`config.mk`:
```
export PLATFORM = sky130hd
export DESIGN_NAME = kiss_frame_deframer_unit
export DESIGN_NICKNAME = d
export VERILOG_FILES = /design/src/kfd_pkg.sv /design/src/kfd_decode.sv /design/src/kiss_frame_deframer_unit.sv
export SDC_FILE = /design/constraint.sdc
export NUM_CORES = 1
export LEC_CHECK = 0
export ABC_CLOCK_PERIOD_IN_PS = 3600
export BUFFER_PORTS_ARGS = -buffer_cell sky130_fd_sc_hd__buf_2
export CORE_ASPECT_RATIO = 1.4
export CORE_UTILIZATION = 45
export DETAILED_ROUTE_END_ITERATION = 7
export PLACE_DENSITY = 0.67
export SLEW_MARGIN = 20
export SYNTH_ARGS = -nofsm -noshare
export SYNTH_HDL_FRONTEND = slang
export SYNTH_SLANG_ARGS = --single-unit
```
`constraint.sdc`:
```
create_clock -name clock -period 3.6 [get_ports clock]
set_clock_uncertainty 0.2 [all_clocks]
set_input_delay 0.18 -clock clock [delete_from_list [all_inputs] [get_ports clock]]
set_output_delay 0.18 -clock clock [all_outputs]
set_load 0.02 [all_outputs]
```
`src/kfd_pkg.sv`:
```
// Shared constants, codes and types for the KISS frame deframer.
package kfd_pkg;

   localparam int unsigned MAX_PAYLOAD_DEF = 256;

   localparam logic [7:0] SYM_FEND  = 8'hC0;
   localparam logic [7:0] SYM_FESC  = 8'hDB;
   localparam logic [7:0] SYM_TFEND = 8'hDC;
   localparam logic [7:0] SYM_TFESC = 8'hDD;

   typedef enum logic [2:0] {
      EV_NONE   = 3'd0,
      EV_OPEN   = 3'd1,
      EV_TYPE   = 3'd2,
      EV_DATA   = 3'd3,
      EV_DONE   = 3'd4,
      EV_EMPTY  = 3'd5,
      EV_BADESC = 3'd6,
      EV_OVER   = 3'd7
   } event_type;

   typedef struct packed {
      logic inside_frame;
      logic escape_pending;
   } flags_type;

   typedef struct packed {
      logic [3:0] held_port;
      logic [3:0] held_kind;
   } held_type;

   typedef struct packed {
      event_type  event_res;
      logic [7:0] payload_byte;
      logic [7:0] payload_offset;
      logic [8:0] frame_length;
   } result_type;

endpackage

```
`src/kfd_decode.sv`:
```
// Per-byte KISS decode: next frame state and the result for one item.
module kfd_decode #(
   parameter int unsigned MAX_PAYLOAD = kfd_pkg::MAX_PAYLOAD_DEF
) (
   input  logic [7:0]                             rx_byte,
   input  kfd_pkg::flags_type                     flags_cur,
   input  logic [$clog2(MAX_PAYLOAD + 2)-1:0]     count_cur,
   input  kfd_pkg::held_type                      held_cur,
   output kfd_pkg::flags_type                     flags_nxt,
   output logic [$clog2(MAX_PAYLOAD + 2)-1:0]     count_nxt,
   output kfd_pkg::held_type                      held_nxt,
   output kfd_pkg::result_type                    result
);
   import kfd_pkg::*;

   localparam int unsigned CountWidth = $clog2(MAX_PAYLOAD + 2);

   logic [CountWidth-1:0] idx;
   logic [31:0]           idx_wide;
   logic [7:0]            dec_byte;
   logic                  have_byte;

   assign idx      = count_cur - CountWidth'(1);
   assign idx_wide = 32'(idx);

   always_comb begin
      flags_nxt             = flags_cur;
      count_nxt             = count_cur;
      held_nxt              = held_cur;
      result.event_res      = EV_NONE;
      result.payload_byte   = 8'd0;
      result.payload_offset = 8'd0;
      result.frame_length   = 9'd0;
      dec_byte              = rx_byte;
      have_byte             = 1'b0;

      if (rx_byte == SYM_FEND) begin
         if (!flags_cur.inside_frame) begin
            flags_nxt.inside_frame   = 1'b1;
            flags_nxt.escape_pending = 1'b0;
            count_nxt                = '0;
            result.event_res         = EV_OPEN;
         end else if (count_cur != '0) begin
            flags_nxt.inside_frame   = 1'b0;
            flags_nxt.escape_pending = 1'b0;
            result.frame_length      = idx_wide[8:0];
            result.event_res         = EV_DONE;
         end else begin
            flags_nxt.inside_frame   = 1'b0;
            flags_nxt.escape_pending = 1'b0;
            result.event_res         = EV_EMPTY;
         end
      end else if (flags_cur.inside_frame) begin
         if (flags_cur.escape_pending) begin
            flags_nxt.escape_pending = 1'b0;
            if (rx_byte == SYM_TFEND) begin
               dec_byte  = SYM_FEND;
               have_byte = 1'b1;
            end else if (rx_byte == SYM_TFESC) begin
               dec_byte  = SYM_FESC;
               have_byte = 1'b1;
            end else begin
               flags_nxt.inside_frame = 1'b0;
               result.event_res       = EV_BADESC;
            end
         end else if (rx_byte == SYM_FESC) begin
            flags_nxt.escape_pending = 1'b1;
         end else begin
            have_byte = 1'b1;
         end
      end

      if (have_byte) begin
         if (count_cur == '0) begin
            held_nxt.held_port = dec_byte[7:4];
            held_nxt.held_kind = dec_byte[3:0];
            count_nxt          = CountWidth'(1);
            result.event_res   = EV_TYPE;
         end else if (idx_wide >= 32'(MAX_PAYLOAD)) begin
            flags_nxt.inside_frame   = 1'b0;
            flags_nxt.escape_pending = 1'b0;
            result.event_res         = EV_OVER;
         end else begin
            result.payload_byte   = dec_byte;
            result.payload_offset = idx_wide[7:0];
            count_nxt             = count_cur + CountWidth'(1);
            result.event_res      = EV_DATA;
         end
      end
   end

endmodule

```
`src/kiss_frame_deframer_unit.sv`:
```
// KISS deframer top level: input register, frame state, result register.
// An item passes through the input register, then the result register,
// whose valid bit drives rsp_valid; rsp_stall can hold it in between.
// Throughput: one item per cycle while rsp_stall is low; the result register drains
// while the input register refills, so back-to-back items flow without bubbles.
// Reset (synchronous, active high): frame closed, no escape, count and held
// port/kind cleared, both pipeline registers empty.
module kiss_frame_deframer_unit #(
   parameter int unsigned MAX_PAYLOAD = kfd_pkg::MAX_PAYLOAD_DEF
) (
   input  logic       clock,
   input  logic       reset,
   input  logic       req_valid,
   output logic       req_stall,
   input  logic [7:0] req_rx_byte,
   output logic       rsp_valid,
   input  logic       rsp_stall,
   output logic [2:0] rsp_event_res,
   output logic [7:0] rsp_payload_byte,
   output logic [7:0] rsp_payload_offset,
   output logic [8:0] rsp_frame_length,
   output logic [3:0] rsp_port_number,
   output logic [3:0] rsp_frame_kind
);
   import kfd_pkg::*;

   localparam int unsigned CountWidth = $clog2(MAX_PAYLOAD + 2);

   logic                  in_valid_ff;
   logic [7:0]            in_byte_ff;
   logic                  out_valid_ff;
   result_type            result_ff;
   held_type              out_held_ff;

   flags_type             flags_ff;
   flags_type             flags_in;
   logic [CountWidth-1:0] count_ff;
   logic [CountWidth-1:0] count_in;
   held_type              held_ff;
   held_type              held_in;
   result_type            result_in;

   logic                  advance;
   logic                  load_in;

   assign advance   = in_valid_ff && (!out_valid_ff || !rsp_stall);
   assign req_stall = in_valid_ff && !advance;
   assign load_in   = req_valid && !req_stall;

   kfd_decode #(
      .MAX_PAYLOAD (MAX_PAYLOAD)
   ) u_decode (
      .rx_byte   (in_byte_ff),
      .flags_cur (flags_ff),
      .count_cur (count_ff),
      .held_cur  (held_ff),
      .flags_nxt (flags_in),
      .count_nxt (count_in),
      .held_nxt  (held_in),
      .result    (result_in)
   );

   always_ff @(posedge clock) begin
      if (reset) begin
         in_valid_ff  <= 1'b0;
         out_valid_ff <= 1'b0;
         flags_ff     <= '0;
         count_ff     <= '0;
         held_ff      <= '0;
      end else begin
         if (load_in) begin
            in_valid_ff <= 1'b1;
         end else if (advance) begin
            in_valid_ff <= 1'b0;
         end
         if (advance) begin
            out_valid_ff <= 1'b1;
            flags_ff     <= flags_in;
            count_ff     <= count_in;
            held_ff      <= held_in;
         end else if (!rsp_stall) begin
            out_valid_ff <= 1'b0;
         end
      end
   end

   always_ff @(posedge clock) begin
      if (load_in) begin
         in_byte_ff <= req_rx_byte;
      end
      if (advance) begin
         result_ff   <= result_in;
         out_held_ff <= held_in;
      end
   end

   assign rsp_valid          = out_valid_ff;
   assign rsp_event_res      = result_ff.event_res;
   assign rsp_payload_byte   = result_ff.payload_byte;
   assign rsp_payload_offset = result_ff.payload_offset;
   assign rsp_frame_length   = result_ff.frame_length;
   assign rsp_port_number    = out_held_ff.held_port;
   assign rsp_frame_kind     = out_held_ff.held_kind;

endmodule

```
Yosys cells after proc, flatten, opt, wreduce, memory -nomap -nowiden. Cells that the tools add are included.

$lt $le $gt $ge: 1. Muxes and demuxes: 43. $add $sub $neg: 2. Bitwise logic cells: 1. Equality and inequality tests: 5. Reduce and logical (&&, ||, !) cells: 13.

Operators by type and width (number): $mux W8 (7); $mux W9 (5); $eq A8 B8 Y1 const B (4); $mux W16 (2); $mux W3 (8); $mux W19 (1); $mux W1 (14); $mux W2 (6); $add A9 B1 Y9 const B (1); $ge A9 B9 Y1 const B (1); $logic_not A9 Y1 (1); $reduce_bool A9 Y1 (1); $sub A9 B1 Y9 const B (1); $logic_not A1 Y1 (4); $logic_and A1 B1 Y1 (3); $reduce_and A3 Y1 (1); $reduce_or A3 Y1 (1); $ne A2 B1 Y1 const B (1); $reduce_bool A2 Y1 (1); $logic_or A1 B1 Y1 (1); $not A1 Y1 (1).

Bits in registers: 65. Logic and storage cells: 79. Output and inout port bits: 38.

Depth between registers and ports, before layout. Gate-level depths: netlist (run 1).

Depth after elaboration: 9. Gate-level depth with buffers: 9.

Modules after synthesis. Synthesis (run 1) repeated with hierarchy kept, for this count alone.

Cell total of the unflattened synthesis: 272. Area, all modules: 3093.0 µm².

Modules (own cells, without submodules): kiss_frame_deframer_unit (times used 1, cells each 136, sequential area each 1741.7 µm², area each 2263.4 µm²); kfd_decode (times used 1, cells each 136, sequential area each 0.0 µm², area each 829.5 µm²).

Worst setup path before layout (run 1). No wires, ideal clock.

Path type: reg-to-reg. From: register in_byte_ff[2]. To: register out_held_ff, in the netlist rsp_frame_kind[0], data pin. Data required time: 3.140 ns. Setup time: 0.260 ns. Stages on the path, launching flop included: 8. Slack: 0.963 ns. Arrival: 2.177 ns. Cells stage by stage: edfxtp_1 > or4_1 > or3_1 > buf_2 > and4_1 > clkbuf_1 > nand2_2 > mux2_2.

RTL lines: from (decl) (line kiss_frame_deframer_unit.sv:30) `logic [7:0] in_byte_ff;`; from (signal assigned) (line kiss_frame_deframer_unit.sv:89) `in_byte_ff <= req_rx_byte;`; to (signal assigned) (line kiss_frame_deframer_unit.sv:93) `out_held_ff <= held_in;`; to (decl) (line kiss_frame_deframer_unit.sv:33) `held_type out_held_ff;`.

==> impl_results.md, run 1 <==
- Comb power frac: 0.056
- Largest net degree at the start of global routing: 27
- Clock sink total: between 60 and 70
- Maximum operating frequency: between 300 and 400 MHz
- FP Rows: 34
- Initial antenna violation count: 0
- Total CTS buffers: 9
- Pre-Repair DR Iteration Count: 6
- Synth unique cells: 50
- Most common flop cell mapped by yosys: edfxtp_1
- Startpoint types: register
- Vias in the first global route: between 2k and 2.5k
- Die W: ~70 µm
- Layout cells sized above 1: 0.266
- Most frequent cells in the layout: 49 x buf_2, 44 x edfxtp_1, 35 x nor2_1
- CTS max path bufs: 2
- CP Class: reg2reg
- Synth top area share: 0.452
- Max-cap viol count: 0
- H-tree depth: 3
- Minimum clock period: approximately 2800 ps
- Switching Fraction: 0.227
- Avg Synthesized Cell Area: 11.6 µm²
- P_sw: 0.000327 W
- RSZ-0062 raised after global routing: false
- Hold Crit Class: in2reg
- DRC Markers: 0
- Most common cell after layout, fill and taps aside: buf_2
- P_int: 0.00111 W
- Ant diodes: 0
- Worst rel slew slack: 0.593
- I/O pin count: 50
- Worst skew pair latency: 330 ps
- Status: complete, no violations
- Core area: 0.00625 mm²
- Pin slew with the least headroom to its limit: between 600 and 700 ps
- Setup tns final: 0 ps
- Cell count after placement: 365
- Synth area leaders: edfxtp_1 45%, dfxtp_1 14%, nor2_1 4.5%, mux2i_1 3.4%, mux2_2 3.1%
- Worst path required time: around 3500 ps
- Area of the die: 0.00683 mm²
- Resized Gates After CTS: 0
- Detailed placement HPWL: between 4 and 5 mm
- Clock slew at reported path FFs: 70 ps
- Mapped cell area: between 0.002 and 0.003 mm²
- Yosys reg bits: 65
- Synth warnings: 0
- Starting density of the core: 0.468
- Max FO, Critical Path: 8
- Gr ovfl total: 0
- Ys async rst share: 0
- Port buffer count: 49
- Post-Syn Instances: 253
- Initial DRC Count: 173
- EDFF count, synth: 44
- Final Hold Viols: 0
- CP endpoint kind: register
- Sequential area share after synthesis: 0.596
- TritonCTS clock tree: done
- Global-route wire length before repair: between 9 and 10 mm
- Mapped Nets: between 200 and 300
- CTS root buf: clkbuf_8
- CTS Hold Bufs: 10
- # nets final: 329
- Yosys top cell by area: edfxtp_1
- Final ANT Viol Nets: 0
- GRT Total Usage: 0.182
- Die Y: 97.4 µm
- Vias/cell: ~5.5
- Area Overhead vs Synth: 19.6%
- Peak VDD IR: roughly 0.23 mV
- Pleak: 1.44 nW
- Clk pwr share: 0.369
- WL/cell: 15.3 µm
- Tcrit/Tclk final: 0.768
- Final setup viols: 0
- WL final: 5.98 mm
- Non-Filler Instances: a little under 400
- Routability cong.: 0.868
- Via Count: 2168
- Max-slew violations: 0
- Sequential share of power: 0.574
- Setup bufs post-CTS: 0
- PwrDens: 411 mW/mm²
- Worst Path Arrival: 2640 ps
synth_stat cells, drive strengths merged (3+ instances only):
cell and count:
a31oi 4, a21oi 5, nand2 11, mux2 8, or3 3, nor2 35, dfxtp 21, clkbuf 10
buf 3, nor3 12, nor4 4, inv 10, and3 11, o31ai 3, edfxtp 44, nand3b 3
ha 3, nand3 10, o21ai 3, mux2i 10, nor2b 3, xnor2 5, o22ai 5
critical path, stage by stage, from the launching register on:
cell	delay [ps]
edfxtp_1	420
or4_1	560
or3_1	440
and4_1	300
nand2_2	230
mux2_2	370
power by group through the flow:
stage	registers (W)	clock network (W)	logic [W]
floorplan	0.000861	0	0.0000242
global placement	0.000842	0	0.0000719
detailed placement	0.000843	0	0.0000728
CTS	0.000827	0.000536	0.0000811
global route	0.000828	0.000575	0.0000866
finish	0.000826	0.000531	0.0000813
worst paths after layout:
check / startpoint / to / slack [ps] / cells past startpoint
max: in_byte_ff[2]$_DFFE_PP_ / rsp_port_number[0]$_DFFE_PP_ / 840 / 5
min: reset / held_ff[3]$_SDFFE_PP0P_ / 50 / 2
max reg2reg: in_byte_ff[2]$_DFFE_PP_ / rsp_port_number[0]$_DFFE_PP_ / 840 / 5
min reg2reg: held_ff[6]$_SDFFE_PP0P_ / held_ff[6]$_SDFFE_PP0P_ / 290 / 2
sequential cells by signal, summed over array words and instances (netlist names), 2 cells and up:
signal	flops
count_ff	9
flags_ff	2
held_ff	8
in_byte_ff	8
rsp_event_res	3
rsp_frame_kind	4
rsp_frame_length	9
rsp_payload_byte	8
rsp_payload_offset	8
rsp_port_number	4
through the flow:
stage | area [µm²] | power [W] | worst slack, ps | utilization | hold WS, ps
2_1_floorplan | 2920 | 0.000886 | 963 | - | 78.9
3_3_place_gp | 3230 | 0.000914 | 901 | 0.517 | 156
3_5_place_dp | 3230 | 0.000916 | 851 | 0.517 | 158
4_1_cts | 3500 | 0.00144 | 854 | 0.559 | 41.0
5_1_grt | 3500 | 0.00149 | 696 | 0.559 | 54.5
6_report | 3500 | 0.00144 | 836 | 0.559 | 49.2
cell families after synthesis:
kind of cell | count (synthesis) | synth area share
xor+xnor | 6 | 0.0180
flops | 65 | 0.596
mux | 18 | 0.0650
fa+ha+maj | 3 | 0.0128
buf+inv | 23 | 0.0330
compound gates | 34 | 0.0890
simple gates | 104 | 0.187
metal layers:
layer	GRT usage	vias up	share of wire	routed length (µm)
met5	0	-	0	0
met4	0.0969	0	0.019	115
met3	0.0322	12	0.028	166
met2	0.313	60	0.54	3230
met1	0.212	1031	0.41	2470
li1	-	1065	-	-
final cells by class:
type / count / area, µm²
Timing Repair Buffer: 63 / 375
Clock inverter: 3 / 17.5
Fill cell: 554 / 2760
Inverter: 10 / 37.5
Clock buffer: 13 / 149
Tap cell: 72 / 90.1
Sequential cell: 65 / 1740
Multi-Input combinational cell: 165 / 1090
No activity file was read; power rests on OpenSTA's default activity.
==> run 2: changes to the inputs <==
- ABC_AREA: not set -> 1
- ABC_CLOCK_PERIOD_IN_PS: 3600 -> 2700
- PLACE_DENSITY: 0.67 -> 0.66
- clock period: 3.6 -> 2.7 ns (I/O delays scaled with it)
==> run 2 against run 1 <==
Compared with the run above: clock-buffer cell count grew 1; synthesized area up 13%; design area rose by 12%; clock power grew 38%; worst hold slack improved by 250 ps; combinational power grew to 3.9 times the previous value; synthesized cell count increased by 47%; sequential power grew 38%; critical path type unchanged; critical endpoint is now rsp_payload_byte[2]$_SDFFCE_PP0P_; largest power group unchanged.
==> impl_results.md, run 2 <==
- Status: complete, no violations
- Sequential share of power: 0.520
- DRC Markers: 0
- Avg Synthesized Cell Area: 8.87 µm²
- Setup tns final: 0 ps
- CP endpoint kind: register
- P_sw: 0.000591 W
- Peak VDD IR: 0.383 mV
- WL/cell: around 13 µm
- Ant diodes: 0
- FP Rows: 36
- Synth area leaders: edfxtp_1 40%, dfxtp_1 13%, nand2_1 9.6%, nor2_1 6.7%, inv_1 4.4%
- Detailed placement HPWL: 4.83 mm
- Clock slew at reported path FFs: around 70 ps
- Gr ovfl total: 0
- GRT Total Usage: 0.199
- CTS root buf: clkbuf_8
- Synth top area share: 0.400
- Max FO, Critical Path: 15
- Tcrit/Tclk final: 0.863
- Via Count: 2603
- Area of the die: about 0.0077 mm²
- Synth warnings: 0
- Initial antenna violation count: 0
- TritonCTS clock tree: done
- Largest net degree at the start of global routing: 41
- EDFF count, synth: 44
- Worst skew pair latency: between 300 and 400 ps
- Final setup viols: 0
- RSZ-0062 raised after global routing: false
- CP Class: reg2reg
- Startpoint types: register
- R2R setup slack: 370 ps
- Final Hold Viols: 0
- Pleak: 1.75 nW
- Comb power frac: 0.145
- WL final: 6.90 mm
- Max stage delay on crit path: 460 ps
- CTS max path bufs: 2
- Crit-path leading delay family: simple AND/OR/NAND/NOR gates
- Yosys top cell by area: edfxtp_1
- Die W: 74.5 µm
- Initial DRC Count: 123
- Max-slew violations: 0
- Worst path required time: ~2700 ps
- Ys async rst share: 0
- Most common cell after layout, fill and taps aside: nand2_1
- Layout cells sized above 1: 0.213
- Worst rel slew slack: 0.715
- Synth unique cells: 39
- WHS: a little under 300 ps
- Area Overhead vs Synth: 18.3%
- Max-cap viol count: 0
- H-tree depth: 3
- Port buffer count: 49
- Most common flop cell mapped by yosys: edfxtp_1
- Worst Path Arrival: approximately 2300 ps
- CP cell instances: inv_1 > ha_1 > nand2_4 > clkinv_2 > nand3_4 > nand2_4 > inv_6 > nand3_4 > nor3_1
- Final ANT Viol Nets: 0
- # nets final: 452
- Switching Fraction: 0.270
- Starting density of the core: 0.471
- Most frequent cells in the layout: 85 x nand2_1, 58 x nor2_1, 49 x buf_2
- Core area: 0.00703 mm²
- Pin slew with the least headroom to its limit: 428 ps
- Setup bufs post-CTS: 0
- Most numerous cell in the Yosys netlist: nand2_1
- Clock sink total: between 60 and 70
- I/O pin count: 50
- Worst path bufs/invs: 3
- Minimum clock period: 2330 ps
- PwrDens: 560 mW/mm²
- Routability cong.: 0.868
- Clk pwr share: 0.336
- P_int: 0.00160 W
- Global-route wire length before repair: about 11 mm
- Total CTS buffers: 9
- Mapped cell area: 0.00331 mm²
- Synth top cells by count: 85 x nand2_1, 59 x nor2_1, 44 x edfxtp_1, 39 x inv_1, 29 x nand3_1
- Post-Syn Instances: 373
- Hold Crit Class: in2reg
- Die Y: 103 µm
- Mapped Nets: a little under 400
- Maximum operating frequency: 429 MHz
- Vias/cell: 4.85
- Sequential area share after synthesis: 0.527
- Slowest stage cell, crit path: dfxtp_1
- Pre-Repair DR Iteration Count: 5
- Yosys reg bits: 65
- # fillers: 662
- Vias in the first global route: around 2.4k
==> run 2: kinds of logic after synthesis <==
kind of cell    synth area share
simple gates               0.292
flops                      0.527
buf+inv                   0.0806
compound gates            0.0677
xor+xnor                  0.0212
fa+ha+maj                 0.0114
==> run 2: routing by layer <==
| metal | global-route usage | up-vias | share of wire |
|---|---|---|---|
| met5 | 0 | - | 0 |
| met4 | 0.102 | 0 | 0.019 |
| met3 | 0.0562 | 11 | 0.038 |
| met2 | 0.356 | 70 | 0.55 |
| met1 | 0.210 | 1183 | 0.39 |
| li1 | - | 1339 | - |
==> run 2: worst register-to-register path: stages, from the launching register on <==
cell,delay (ps)
dfxtp_1,460
inv_1,150
ha_1,280
nand2_4,120
clkinv_2,90
nand3_4,100
nand2_4,110
inv_6,160
nand3_4,200
nor3_1,270
==> run 2: area by class of cell <==
type                    instances  area (µm²)  share of cell area
clock buffers                  14         163              0.0416
clock inverters                 2        12.5             0.00320
inverters                      46         179              0.0457
multi-input cells             251        1310               0.334
flip-flops and latches         65        1740               0.445
well taps                      95         119              0.0304
repair buffers                 64         390              0.0998
==> run 2: timing repair <==
item	4_1_cts	5_1_grt
endpoints found under the hold margin	14	0
resized for setup	0	0
hold buffers	13	0
==> run 2: stage by stage <==
step / std cells / total power [W] / instance area [µm²] / setup WS, ps / utilization
after global routing: 537 / 0.00229 / 3910 / 146 / 0.557
final: 537 / 0.00219 / 3910 / 369 / 0.557
after CTS: 537 / 0.00221 / 3910 / 329 / 0.557
after floorplan: 373 / 0.00140 / 3310 / 830 / -
after detailed placement: 508 / 0.00146 / 3610 / 356 / 0.513
after global placement: 508 / 0.00146 / 3610 / 359 / 0.513
==> run 2: worst paths after layout <==
kind,end,start,depth (start not counted)
worst max-delay path,rsp_payload_byte[2]$_SDFFCE_PP0P_,count_ff[0]$_SDFFE_PP0P_,9
worst min-delay path,in_byte_ff[0]$_DFFE_PP_,req_rx_byte[0],2
worst max register to register,rsp_payload_byte[2]$_SDFFCE_PP0P_,count_ff[0]$_SDFFE_PP0P_,9
worst min register to register,rsp_port_number[2]$_DFFE_PP_,held_ff[6]$_SDFFE_PP0P_,2
==> run 2: power by group through the flow <==
| stage | Clock (W) | Combinational (W) | Sequential [W] |
|---|---|---|---|
| finish | 0.000735 | 0.000317 | 0.00114 |
| global route | 0.000797 | 0.000351 | 0.00114 |
| CTS | 0.000759 | 0.000316 | 0.00114 |
| detailed placement | 0 | 0.000301 | 0.00116 |
| global placement | 0 | 0.000298 | 0.00116 |
| floorplan | 0 | 0.000214 | 0.00118 |
